==> config.mk <==
export PLATFORM = sky130hd
export DESIGN_NAME = dotted_ipv4_address_parser
export DESIGN_NICKNAME = d
export VERILOG_FILES = /design/src/rtl/dipa_pkg.sv /design/src/rtl/dipa_step.sv /design/src/rtl/dotted_ipv4_address_parser.sv
export VERILOG_INCLUDE_DIRS = /design/src /design/src/rtl
export SDC_FILE = /design/constraint.sdc
export NUM_CORES = 1
export LEC_CHECK = 0
export BUFFER_PORTS_ARGS = -buffer_cell sky130_fd_sc_hd__buf_4
export CORE_AREA = 2 2 118 120
export CTS_CLUSTER_SIZE = 14
export DETAILED_ROUTE_END_ITERATION = 16
export DIE_AREA = 0 0 120 122
export GPL_TIMING_DRIVEN = 0
export PLACE_DENSITY = 0.91
export SLEW_MARGIN = 40
export SYNTH_ARGS = -nofsm -noshare
export SYNTH_HDL_FRONTEND = slang
export SYNTH_SLANG_ARGS = --single-unit
==> constraint.sdc <==
create_clock -name i_clk -period 7.22 [get_ports i_clk]
set_input_delay 1.444 -clock i_clk [delete_from_list [all_inputs] [get_ports i_clk]]
set_output_delay 1.444 -clock i_clk [all_outputs]
set_load 0.01 [all_outputs]
==> src/rtl/dotted_ipv4_address_parser_assert.svh <==
// Assertion macros for the parser top, which checks its own logic.
`ifndef DOTTED_IPV4_ADDRESS_PARSER_ASSERT_SVH
`define DOTTED_IPV4_ADDRESS_PARSER_ASSERT_SVH

// Check a property on every clock edge outside reset.
`define DIPA_ASSERT(lbl, prop, msg) \
    lbl: assert property (@(posedge i_clk) disable iff (!i_rst_n) prop) else $error(msg);

// Check a property on every clock edge, reset included.
`define DIPA_ASSERT_ALWAYS(lbl, prop, msg) \
    lbl: assert property (@(posedge i_clk) prop) else $error(msg);

`endif

==> src/rtl/dipa_pkg.sv <==
package dipa_pkg;

    typedef enum logic [4:0] {
        PH_START  = 5'b00001,
        PH_ZERO   = 5'b00010,
        PH_DIGITS = 5'b00100,
        PH_DONE   = 5'b01000,
        PH_FAIL   = 5'b10000
    } t_phase;

    typedef enum logic [1:0] {
        RX_DEC = 2'd0,
        RX_OCT = 2'd1,
        RX_HEX = 2'd2
    } t_radix;

    typedef struct packed {
        t_phase            phase;
        t_radix            radix;
        logic [31:0]       acc;
        logic              ovf;
        logic [2:0][7:0]   parts;
        logic [1:0]        count;
    } t_state;

    localparam t_state STATE_RESET = '{
        phase: PH_START,
        radix: RX_DEC,
        acc:   32'd0,
        ovf:   1'b0,
        parts: '0,
        count: 2'd0
    };

    localparam logic [7:0] CH_NUL   = 8'h00;
    localparam logic [7:0] CH_0     = 8'h30;
    localparam logic [7:0] CH_9     = 8'h39;
    localparam logic [7:0] CH_LC_A  = 8'h61;
    localparam logic [7:0] CH_LC_F  = 8'h66;
    localparam logic [7:0] CH_UC_A  = 8'h41;
    localparam logic [7:0] CH_UC_F  = 8'h46;
    localparam logic [7:0] CH_LC_X  = 8'h78;
    localparam logic [7:0] CH_UC_X  = 8'h58;
    localparam logic [7:0] CH_DOT   = 8'h2E;
    localparam logic [7:0] CH_SPACE = 8'h20;
    localparam logic [7:0] CH_TAB   = 8'h09;
    localparam logic [7:0] CH_CR    = 8'h0D;

    localparam logic [1:0]  PARTS_FULL   = 2'd3;
    localparam logic [31:0] PART8_MAX    = 32'h0000_00FF;
    localparam logic [31:0] PART16_MAX   = 32'h0000_FFFF;
    localparam logic [31:0] PART24_MAX   = 32'h00FF_FFFF;
    localparam logic [31:0] ADDR_INVALID = 32'hFFFF_FFFF;

endpackage

==> src/rtl/dipa_step.sv <==
module dipa_step import dipa_pkg::*; (
    input  t_state      i_state,
    input  logic [7:0]  i_char,
    output t_state      o_state,
    output logic [31:0] o_address,
    output logic        o_ok
);

    t_radix      eff_radix;
    logic        is_dec;
    logic        is_hex_letter;
    logic        is_space;
    logic [3:0]  digit;
    logic [35:0] prod;
    logic [35:0] sum;
    logic        dig_en;
    logic        fit;
    logic        phase_ok;
    logic [31:0] addr;

    // A fresh part always starts in decimal.
    assign eff_radix = (i_state.phase == PH_START) ? RX_DEC : i_state.radix;

    always_comb begin
        is_dec        = i_char inside {[CH_0:CH_9]};
        is_hex_letter = (eff_radix == RX_HEX)
                        && (i_char inside {[CH_LC_A:CH_LC_F], [CH_UC_A:CH_UC_F]});
        is_space      = i_char inside {CH_SPACE, [CH_TAB:CH_CR]};
        digit         = is_dec ? i_char[3:0] : 4'(i_char[3:0] + 4'd9);
    end

    always_comb begin
        case (eff_radix)
            RX_HEX:  prod = {i_state.acc, 4'b0000};
            RX_OCT:  prod = {1'b0, i_state.acc, 3'b000};
            default: prod = {1'b0, i_state.acc, 3'b000} + {3'b000, i_state.acc, 1'b0};
        endcase
        sum = prod + {32'd0, digit};
    end

    always_comb begin
        dig_en = 1'b0;
        case (i_state.phase)
            PH_START:  dig_en = (i_char != CH_0);
            PH_ZERO:   dig_en = (i_char != CH_LC_X) && (i_char != CH_UC_X);
            PH_DIGITS: dig_en = 1'b1;
            default:   dig_en = 1'b0;
        endcase
    end

    always_comb begin
        o_state = i_state;
        case (i_state.phase)
            PH_START: begin
                if (i_char == CH_0) begin
                    o_state.acc   = 32'd0;
                    o_state.radix = RX_OCT;
                    o_state.phase = PH_ZERO;
                end else begin
                    o_state.radix = RX_DEC;
                    o_state.phase = PH_DIGITS;
                end
            end
            PH_ZERO: begin
                o_state.phase = PH_DIGITS;
                if (!dig_en) begin
                    o_state.radix = RX_HEX;
                end
            end
            default: begin
            end
        endcase

        if (dig_en) begin
            if (is_dec || is_hex_letter) begin
                o_state.acc = sum[31:0];
                if (sum[35:32] != 4'd0) begin
                    o_state.ovf = 1'b1;
                end
            end else if (i_char == CH_DOT) begin
                if (i_state.count == PARTS_FULL || i_state.ovf || i_state.acc > PART8_MAX) begin
                    o_state.phase = PH_FAIL;
                end else begin
                    case (i_state.count)
                        2'd0:    o_state.parts[0] = i_state.acc[7:0];
                        2'd1:    o_state.parts[1] = i_state.acc[7:0];
                        default: o_state.parts[2] = i_state.acc[7:0];
                    endcase
                    o_state.count = 2'(i_state.count + 2'd1);
                    o_state.acc   = 32'd0;
                    o_state.radix = RX_DEC;
                    o_state.phase = PH_START;
                end
            end else if (is_space) begin
                o_state.phase = PH_DONE;
            end else begin
                o_state.phase = PH_FAIL;
            end
        end
    end

    // Join the stored parts with the last one at the terminator.
    always_comb begin
        phase_ok = (i_state.phase == PH_START) || (i_state.phase == PH_ZERO)
                   || (i_state.phase == PH_DIGITS) || (i_state.phase == PH_DONE);
        case (i_state.count)
            2'd0: begin
                fit  = 1'b1;
                addr = i_state.acc;
            end
            2'd1: begin
                fit  = (i_state.acc <= PART24_MAX);
                addr = {i_state.parts[0], i_state.acc[23:0]};
            end
            2'd2: begin
                fit  = (i_state.acc <= PART16_MAX);
                addr = {i_state.parts[0], i_state.parts[1], i_state.acc[15:0]};
            end
            default: begin
                fit  = (i_state.acc <= PART8_MAX);
                addr = {i_state.parts[0], i_state.parts[1], i_state.parts[2],
                        i_state.acc[7:0]};
            end
        endcase
        o_ok      = phase_ok && !i_state.ovf && fit;
        o_address = o_ok ? addr : ADDR_INVALID;
    end

endmodule

==> src/rtl/dotted_ipv4_address_parser.sv <==
// Parses a dotted IPv4 address (decimal, octal with a leading 0, hex with a leading 0x, one to
// four parts) sent one character per transaction, and gives one result transaction when the NUL
// terminator arrives: the 32-bit address and o_valid_res, or all ones with o_valid_res low when
// the parse fails. A character is taken in every cycle while the input is not stalled; each one
// passes an input register and updates the parse state in the following cycle, and the result
// is written to the result register when the NUL leaves the input register. The input stalls
// only while a NUL waits in the input register behind a result that has not yet been taken.
// After each NUL the parser is back in its reset state.
module dotted_ipv4_address_parser import dipa_pkg::*; (
    input  logic        i_clk,
    input  logic        i_rst_n,
    input  logic        i_in_valid,
    output logic        o_in_ready,
    input  logic [7:0]  i_char_code,
    output logic        o_out_valid,
    input  logic        i_out_ready,
    output logic [31:0] o_address,
    output logic        o_valid_res
);

    logic        r_in_valid;
    logic [7:0]  r_in_char;
    t_state      r_state;
    t_state      n_state;
    logic        r_out_valid;
    logic [31:0] r_address;
    logic        r_ok;
    logic [31:0] n_address;
    logic        n_ok;
    logic        is_nul;
    logic        proceed;

    dipa_step u_step (
        .i_state   (r_state),
        .i_char    (r_in_char),
        .o_state   (n_state),
        .o_address (n_address),
        .o_ok      (n_ok)
    );

    assign is_nul     = (r_in_char == CH_NUL);
    assign proceed    = r_in_valid && (!is_nul || !r_out_valid || i_out_ready);
    assign o_in_ready = !r_in_valid || proceed;

    always_ff @(posedge i_clk) begin
        if (!i_rst_n) begin
            r_in_valid <= 1'b0;
        end else if (o_in_ready) begin
            r_in_valid <= i_in_valid;
        end
        if (o_in_ready) begin
            r_in_char <= i_char_code;
        end
    end

    always_ff @(posedge i_clk) begin
        if (!i_rst_n) begin
            r_state <= STATE_RESET;
        end else if (proceed) begin
            // Drop all state at the terminator.
            r_state <= is_nul ? STATE_RESET : n_state;
        end
    end

    always_ff @(posedge i_clk) begin
        if (!i_rst_n) begin
            r_out_valid <= 1'b0;
        end else if (proceed && is_nul) begin
            r_out_valid <= 1'b1;
        end else if (i_out_ready) begin
            r_out_valid <= 1'b0;
        end
        if (proceed && is_nul) begin
            r_address <= n_address;
            r_ok      <= n_ok;
        end
    end

    assign o_out_valid = r_out_valid;
    assign o_address   = r_address;
    assign o_valid_res = r_ok;

`include "dotted_ipv4_address_parser_assert.svh"

    `DIPA_ASSERT(a_fail_all_ones, (o_out_valid && !o_valid_res) |-> (o_address == ADDR_INVALID), "failed parse must give all ones")
    `DIPA_ASSERT(a_nul_clears, (proceed && is_nul) |=> (r_state.phase == PH_START && r_state.count == 2'd0 && !r_state.ovf), "state not cleared after terminator")
    `DIPA_ASSERT(a_char_no_stall, (r_in_valid && !is_nul) |-> proceed, "ordinary character stalled")
    `DIPA_ASSERT_ALWAYS(a_reset_idle, !i_rst_n |=> (!r_out_valid && !r_in_valid), "reset left a transaction pending")

endmodule

* Word-level counts from Yosys, hierarchy flattened
Index checks and enable logic that the tools add are counted.
** Operators by class
- Magnitude comparators :: 12
- Reduce and logical (&&, ||, !) cells :: 41
- $add $sub $neg :: 4
- Mux-type cells :: 30
- Equal/unequal tests :: 18
** Operators by type and width (count)
- 66-bit two-way mux :: 2
- 32-bit two-way mux :: 3
- 32-bit case mux with 3 select lines :: 1
- 26-bit two-way mux :: 3
- 36-bit case mux with 2 select lines :: 1
- 34-bit two-way mux :: 2
- 35-bit by 33-bit adder with 36-bit output :: 1
- 36-bit by 4-bit adder with 36-bit output :: 1
- 32-bit by 8-bit greater-than comparator with 1-bit output, second input constant :: 1
- 32-bit by 16-bit less-or-equal comparator with 1-bit output, second input constant :: 1
- 32-bit by 24-bit less-or-equal comparator with 1-bit output, second input constant :: 1
- 32-bit by 8-bit less-or-equal comparator with 1-bit output, second input constant :: 1
- 8-bit by 6-bit equality test with 1-bit output, second input constant :: 3
- 8-bit two-way mux :: 3
- 5-bit two-way mux :: 4
- 6-bit AND reduction :: 3
- 2-bit nonzero test :: 9
- 8-bit by 7-bit >= comparator with 1-bit output, second input constant :: 2
- 8-bit by 7-bit less-or-equal comparator with 1-bit output, second input constant :: 2
- 8-bit by 7-bit != test with 1-bit output, second input constant :: 2
- 7-bit case mux with 2 select lines :: 1
- 1-bit logical AND :: 10
- 1-bit logical OR :: 9
- 8-bit by 4-bit >= comparator with 1-bit output, second input constant :: 1
- other kinds (26) :: 38
** Word-level totals
- Register bits :: 109

* Depth between registers and ports, before layout
- Word-level depth :: 10
- Gate-level depth with buffers :: 26

* By module
A second synthesis with hierarchy kept.
** Second synthesis, totals
- Cell total of the unflattened synthesis :: 974
- Area, all modules :: 8564.5 um^2
** By module, submodules not included
- dipa_step :: cells an instance 767, times used 1, area an instance 5139.9 um^2
- dotted_ipv4_address_parser :: cells an instance 207, times used 1, area an instance 3424.5 um^2

* Worst setup path after synthesis
OpenSTA, ideal clock, no wires.
- Path kind :: register to register
- Start :: register r_state[63] in the netlist's numbering
- End :: register r_state[26] in the netlist's numbering
- Data arrival time :: 5.705 ns
- Required time :: 7.102 ns
- Setup slack :: 1.396 ns
- Stages on the path, launching flop included :: 27
- Cells stage by stage :: dfxtp_1 > nor2_1 > nand2_1 > or3_1 > and2_1 > ha_1 > buf_2 > buf_2 > buf_1 > clkbuf_1 > clkbuf_1 > clkbuf_1 > and2_1 > ha_1 > inv_1 > fa_1 > nor2b_1 > o21ai_0 > nor2_1 > nand3_1 > nor3_2 > nand4_2 > nor4_1 > a31oi_1 > o31a_1 > a31o_1 > mux2i_1
** On the way
- Cells in the longest elaborated chain, start to end :: 8
** Ends and longest elaborated chain
- start: declaration :: RTL line dotted_ipv4_address_parser.sv:23 : t_state r_state;
- start signal: assignment :: RTL line dotted_ipv4_address_parser.sv:61 : r_state <= is_nul ? STATE_RESET : n_state;
- 5-bit by 1-bit equality test with 1-bit output :: RTL line dipa_step.sv:22, dipa_step.sv:43
- 2-bit two-way mux :: RTL line dipa_step.sv:22 : assign eff_radix = (i_state.phase == PH_START) ? RX_DEC : i_state.radix;
- 2-bit by 1-bit equality test with 1-bit output / 2-bit equality test (equally long branches) :: RTL line dipa_step.sv:33, dipa_step.sv:26
- 36-bit case mux with 2 select lines :: RTL line dipa_step.sv:33 : case (eff_radix)
- 36-bit by 4-bit adder with 36-bit output :: RTL line dipa_step.sv:38 : sum = prod + {32'd0, digit};
- 4-bit nonzero test :: RTL line dipa_step.sv:77 : if (sum[35:32] != 4'd0) begin
- 2-bit nonzero test (no line)
- 4-bit AND reduction (no line) (*)
Mark *: on every way between the ends. The rest lies on a longest branch, timed or not.
A chain may end at the register's enable or synchronous reset.

* Worst setup path after layout
Same ends and word-level chain as after synthesis.

==> results.json <==
{
  "outcome": "complete, no violations",
  "grt_pass1_vias": 7441,
  "cts-root-buf": "clkbuf_16",
  "grt_pass1_wl_um": 37800,
  "max-vdd-ir-drop_mv": 0.124,
  "p_comb_share_pct": 10.6,
  "ys_ff_latch": 109,
  "rows": 43,
  "design_area_um2": 9230,
  "detail_route.vias_per_cell": 6.71,
  "die_w_um": 120,
  "cts_setup_buffers": 0,
  "yosys-top-cells-area": "dfxtp_1, edfxtp_1, ha_1",
  "synth_cells": 969,
  "finalWeightedCongestion": 0.925,
  "finalSetupViolCount": 0,
  "fin_crit_ns": 6.58,
  "p_int_uw": 975,
  "p_total_mw": 1.28,
  "hold_depth": 2,
  "synth_top_area_share_pct": 16.3,
  "synthFlopType": "dfxtp_1",
  "io_pins": 47,
  "die_area_um2": 14600,
  "setup.worst_path.class": "reg -> reg",
  "r2r_cells": 24,
  "powerDensity_nw_per_um2": 138,
  "tns_ns": 0,
  "design.core.area_um2": 13500,
  "yosysTopAreaCell": "dfxtp_1",
  "wl_per_cell_um": 19.6,
  "ant_nets": 0,
  "critPathMaxFanout": 19,
  "cts_buffer_depth": 2,
  "cp.required_ns": 7.47,
  "ctsHoldBuffers": 0,
  "finalCritPeriodShare_pct": 91.1,
  "synth-edff-count": 41,
  "syn_area_um2": 8330,
  "overflow": 0,
  "tritoncts": "built",
  "cts.sinks": 109,
  "critPathLaunchType": "flip-flop",
  "holdWs_ns": 0.464,
  "antenna_found_initial": 0,
  "ys_async_sr_fraction_pct": 0,
  "grt_max_degree": 25,
  "die_y_um": 122,
  "avgSynthCellArea_um2": 8.60,
  "synth_seq_area_share_pct": 31.1,
  "path_cells": "nor2_1 > nand2_1 > or3_1 > and2_1 > ha_1 > buf_2 > clkbuf_4 > clkbuf_1 > clkbuf_2 > and2_1 > ha_1 > inv_1 > fa_1 > nor2b_1 > o21ai_0 > nor2_1 > nand3_1 > nor3_2 > nand4_2 > nor4_1 > a31oi_1 > o31a_1 > a31o_1 > mux2i_1",
  "p_sw_share_pct": 23.8,
  "p_leak_nw": 3.51,
  "clk_transition_reported_paths_ns": 0.07,
  "p_sw_uw": 304,
  "wl_um": 23700,
  "dp_hpwl_um": 17600,
  "skew_ns": 0.00940,
  "initial_core_util_pct": 61.7,
  "cp-end-kind": "flip-flop",
  "vias": 8117,
  "final_common_cell": "nand2_1",
  "slew-limit-headroom_pct": 40.8,
  "io_buffers": 46,
  "clockPowerShare_pct": 38.1,
  "drcViolationCount": 0,
  "dr.pass1.iters": 6,
  "slowest_delay_ns": 0.44,
  "rsz0062_at_grt": "false",
  "drtIter0Drc": 1176,
  "track_usage_pct": 32.2,
  "power_frac_seq_pct": 51.3,
  "crit_slowest_cell": "clkbuf_2",
  "cts_resized": 1,
  "clk_latency_ns": 0.36,
  "arrival_ns": 6.82,
  "syn-num-nets": 1026,
  "cts_max_level": 3,
  "antenna_cells": 0,
  "synth_warnings": 0,
  "cap_viol_max_count": 0,
  "post_dp_cell_area_um2": 8950,
  "numCtsBuffers": 9,
  "layout-drive-gt1-share_pct": 11.0,
  "finalNetCount": 1082,
  "hold_violations": 0,
  "fill_cells": 1039,
  "worst_pin_slew_ns": 0.876,
  "slew_viol_final": 0,
  "yosys.cell_types.count": 81,
  "layout_common_cells": "nand2_1, a21oi_1, dfxtp_1, nor2b_1, nor2_1",
  "area_growth_pct": 10.8,
  "timing.fmax_mhz": 152,
  "hp-class": "reg -> reg"
}
power groups by stage:
| stage | clock (mW) | combinational (mW) | sequential, mW |
|---|---|---|---|
| after floorplan | 0 | 0.0960 | 0.668 |
| after global placement | 0 | 0.125 | 0.669 |
| after detailed placement | 0 | 0.129 | 0.669 |
| after CTS | 0.484 | 0.132 | 0.656 |
| after global routing | 0.511 | 0.147 | 0.656 |
| final | 0.488 | 0.135 | 0.656 |
synthesized netlist by cell type, drive strengths merged, types with 10 or more instances:
cell,number
and3,11
nand2,73
ha,43
o21ai,51
and2,19
mux2i,31
nor2b,66
or2,10
a31oi,14
a221oi,16
nor3,23
edfxtp,41
a221o,31
a22oi,27
buf,17
xor2,13
a21o,18
xnor2,26
a211oi,18
clkbuf,43
or3,16
nor4,12
inv,21
nand3,29
nand4,10
nor2,54
dfxtp,68
a21oi,72
through the flow:
stage	worst slack (ns)	utilization, %	cells
after detailed placement	0.0175	66.3	1196
after floorplan	1.40	-	969
after global placement	0.189	65.9	1195
after CTS	0.111	68.4	1212
final	0.642	68.4	1210
after global routing	0.239	68.4	1210
per-layer routing:
layer | track usage [%] | part of all wire, %
met1 | 42.2 | 41
met2 | 53.3 | 47
met3 | 4.31 | 8.0
met4 | 14.1 | 3.6
met5 | 0 | 0
logic make-up after synthesis:
logic type	synth area share, %
adder cells (fa/ha/maj)	6.94
AO/OA/AOI/OAI	26.8
flip-flops	31.1
buffers and inverters	3.80
AND/OR/NAND/NOR	23.4
XOR/XNOR	4.10
multiplexers	3.86
critical path: cells and delay by family, from the launching register on:
kind | cells | cell delay, ns
adder cells (fa/ha/maj) | 3 | 0.89
flip-flops | 1 | 0.37
AND/OR/NAND/NOR | 11 | 2.76
AO/OA/AOI/OAI | 4 | 0.85
multiplexers | 1 | 0.13
buffers and inverters | 5 | 1.44
state kept, by name (all words and copies together), names as in the netlist:
signal	cells
r_in_valid	1
o_valid_res	1
o_out_valid	1
r_state	66
r_in_char	8
o_address	32
final timing paths:
check	slack, ns	startpoint	endpoint
max	0.64	r_state[63]$_SDFFE_PN0P_	r_state[26]$_SDFFE_PN0P_
min	0.46	r_state[59]$_SDFFE_PN0P_	r_state[59]$_SDFFE_PN0P_
max reg2reg	0.64	r_state[63]$_SDFFE_PN0P_	r_state[26]$_SDFFE_PN0P_
min reg2reg	0.46	r_state[59]$_SDFFE_PN0P_	r_state[59]$_SDFFE_PN0P_
cell type report:
type                       instances  area, um2  area share [%]
multi-input combinational        779       5440            58.9
sequential                       109       2590            28.1
timing repair buffer              47        373            4.04
clock buffer                      12        236            2.56
buffer                            58        234            2.53
tap                              180        225            2.44
inverter                          21       78.8           0.854
clock inverter                     4       51.3           0.556
Power figures use the tool's default switching activity.
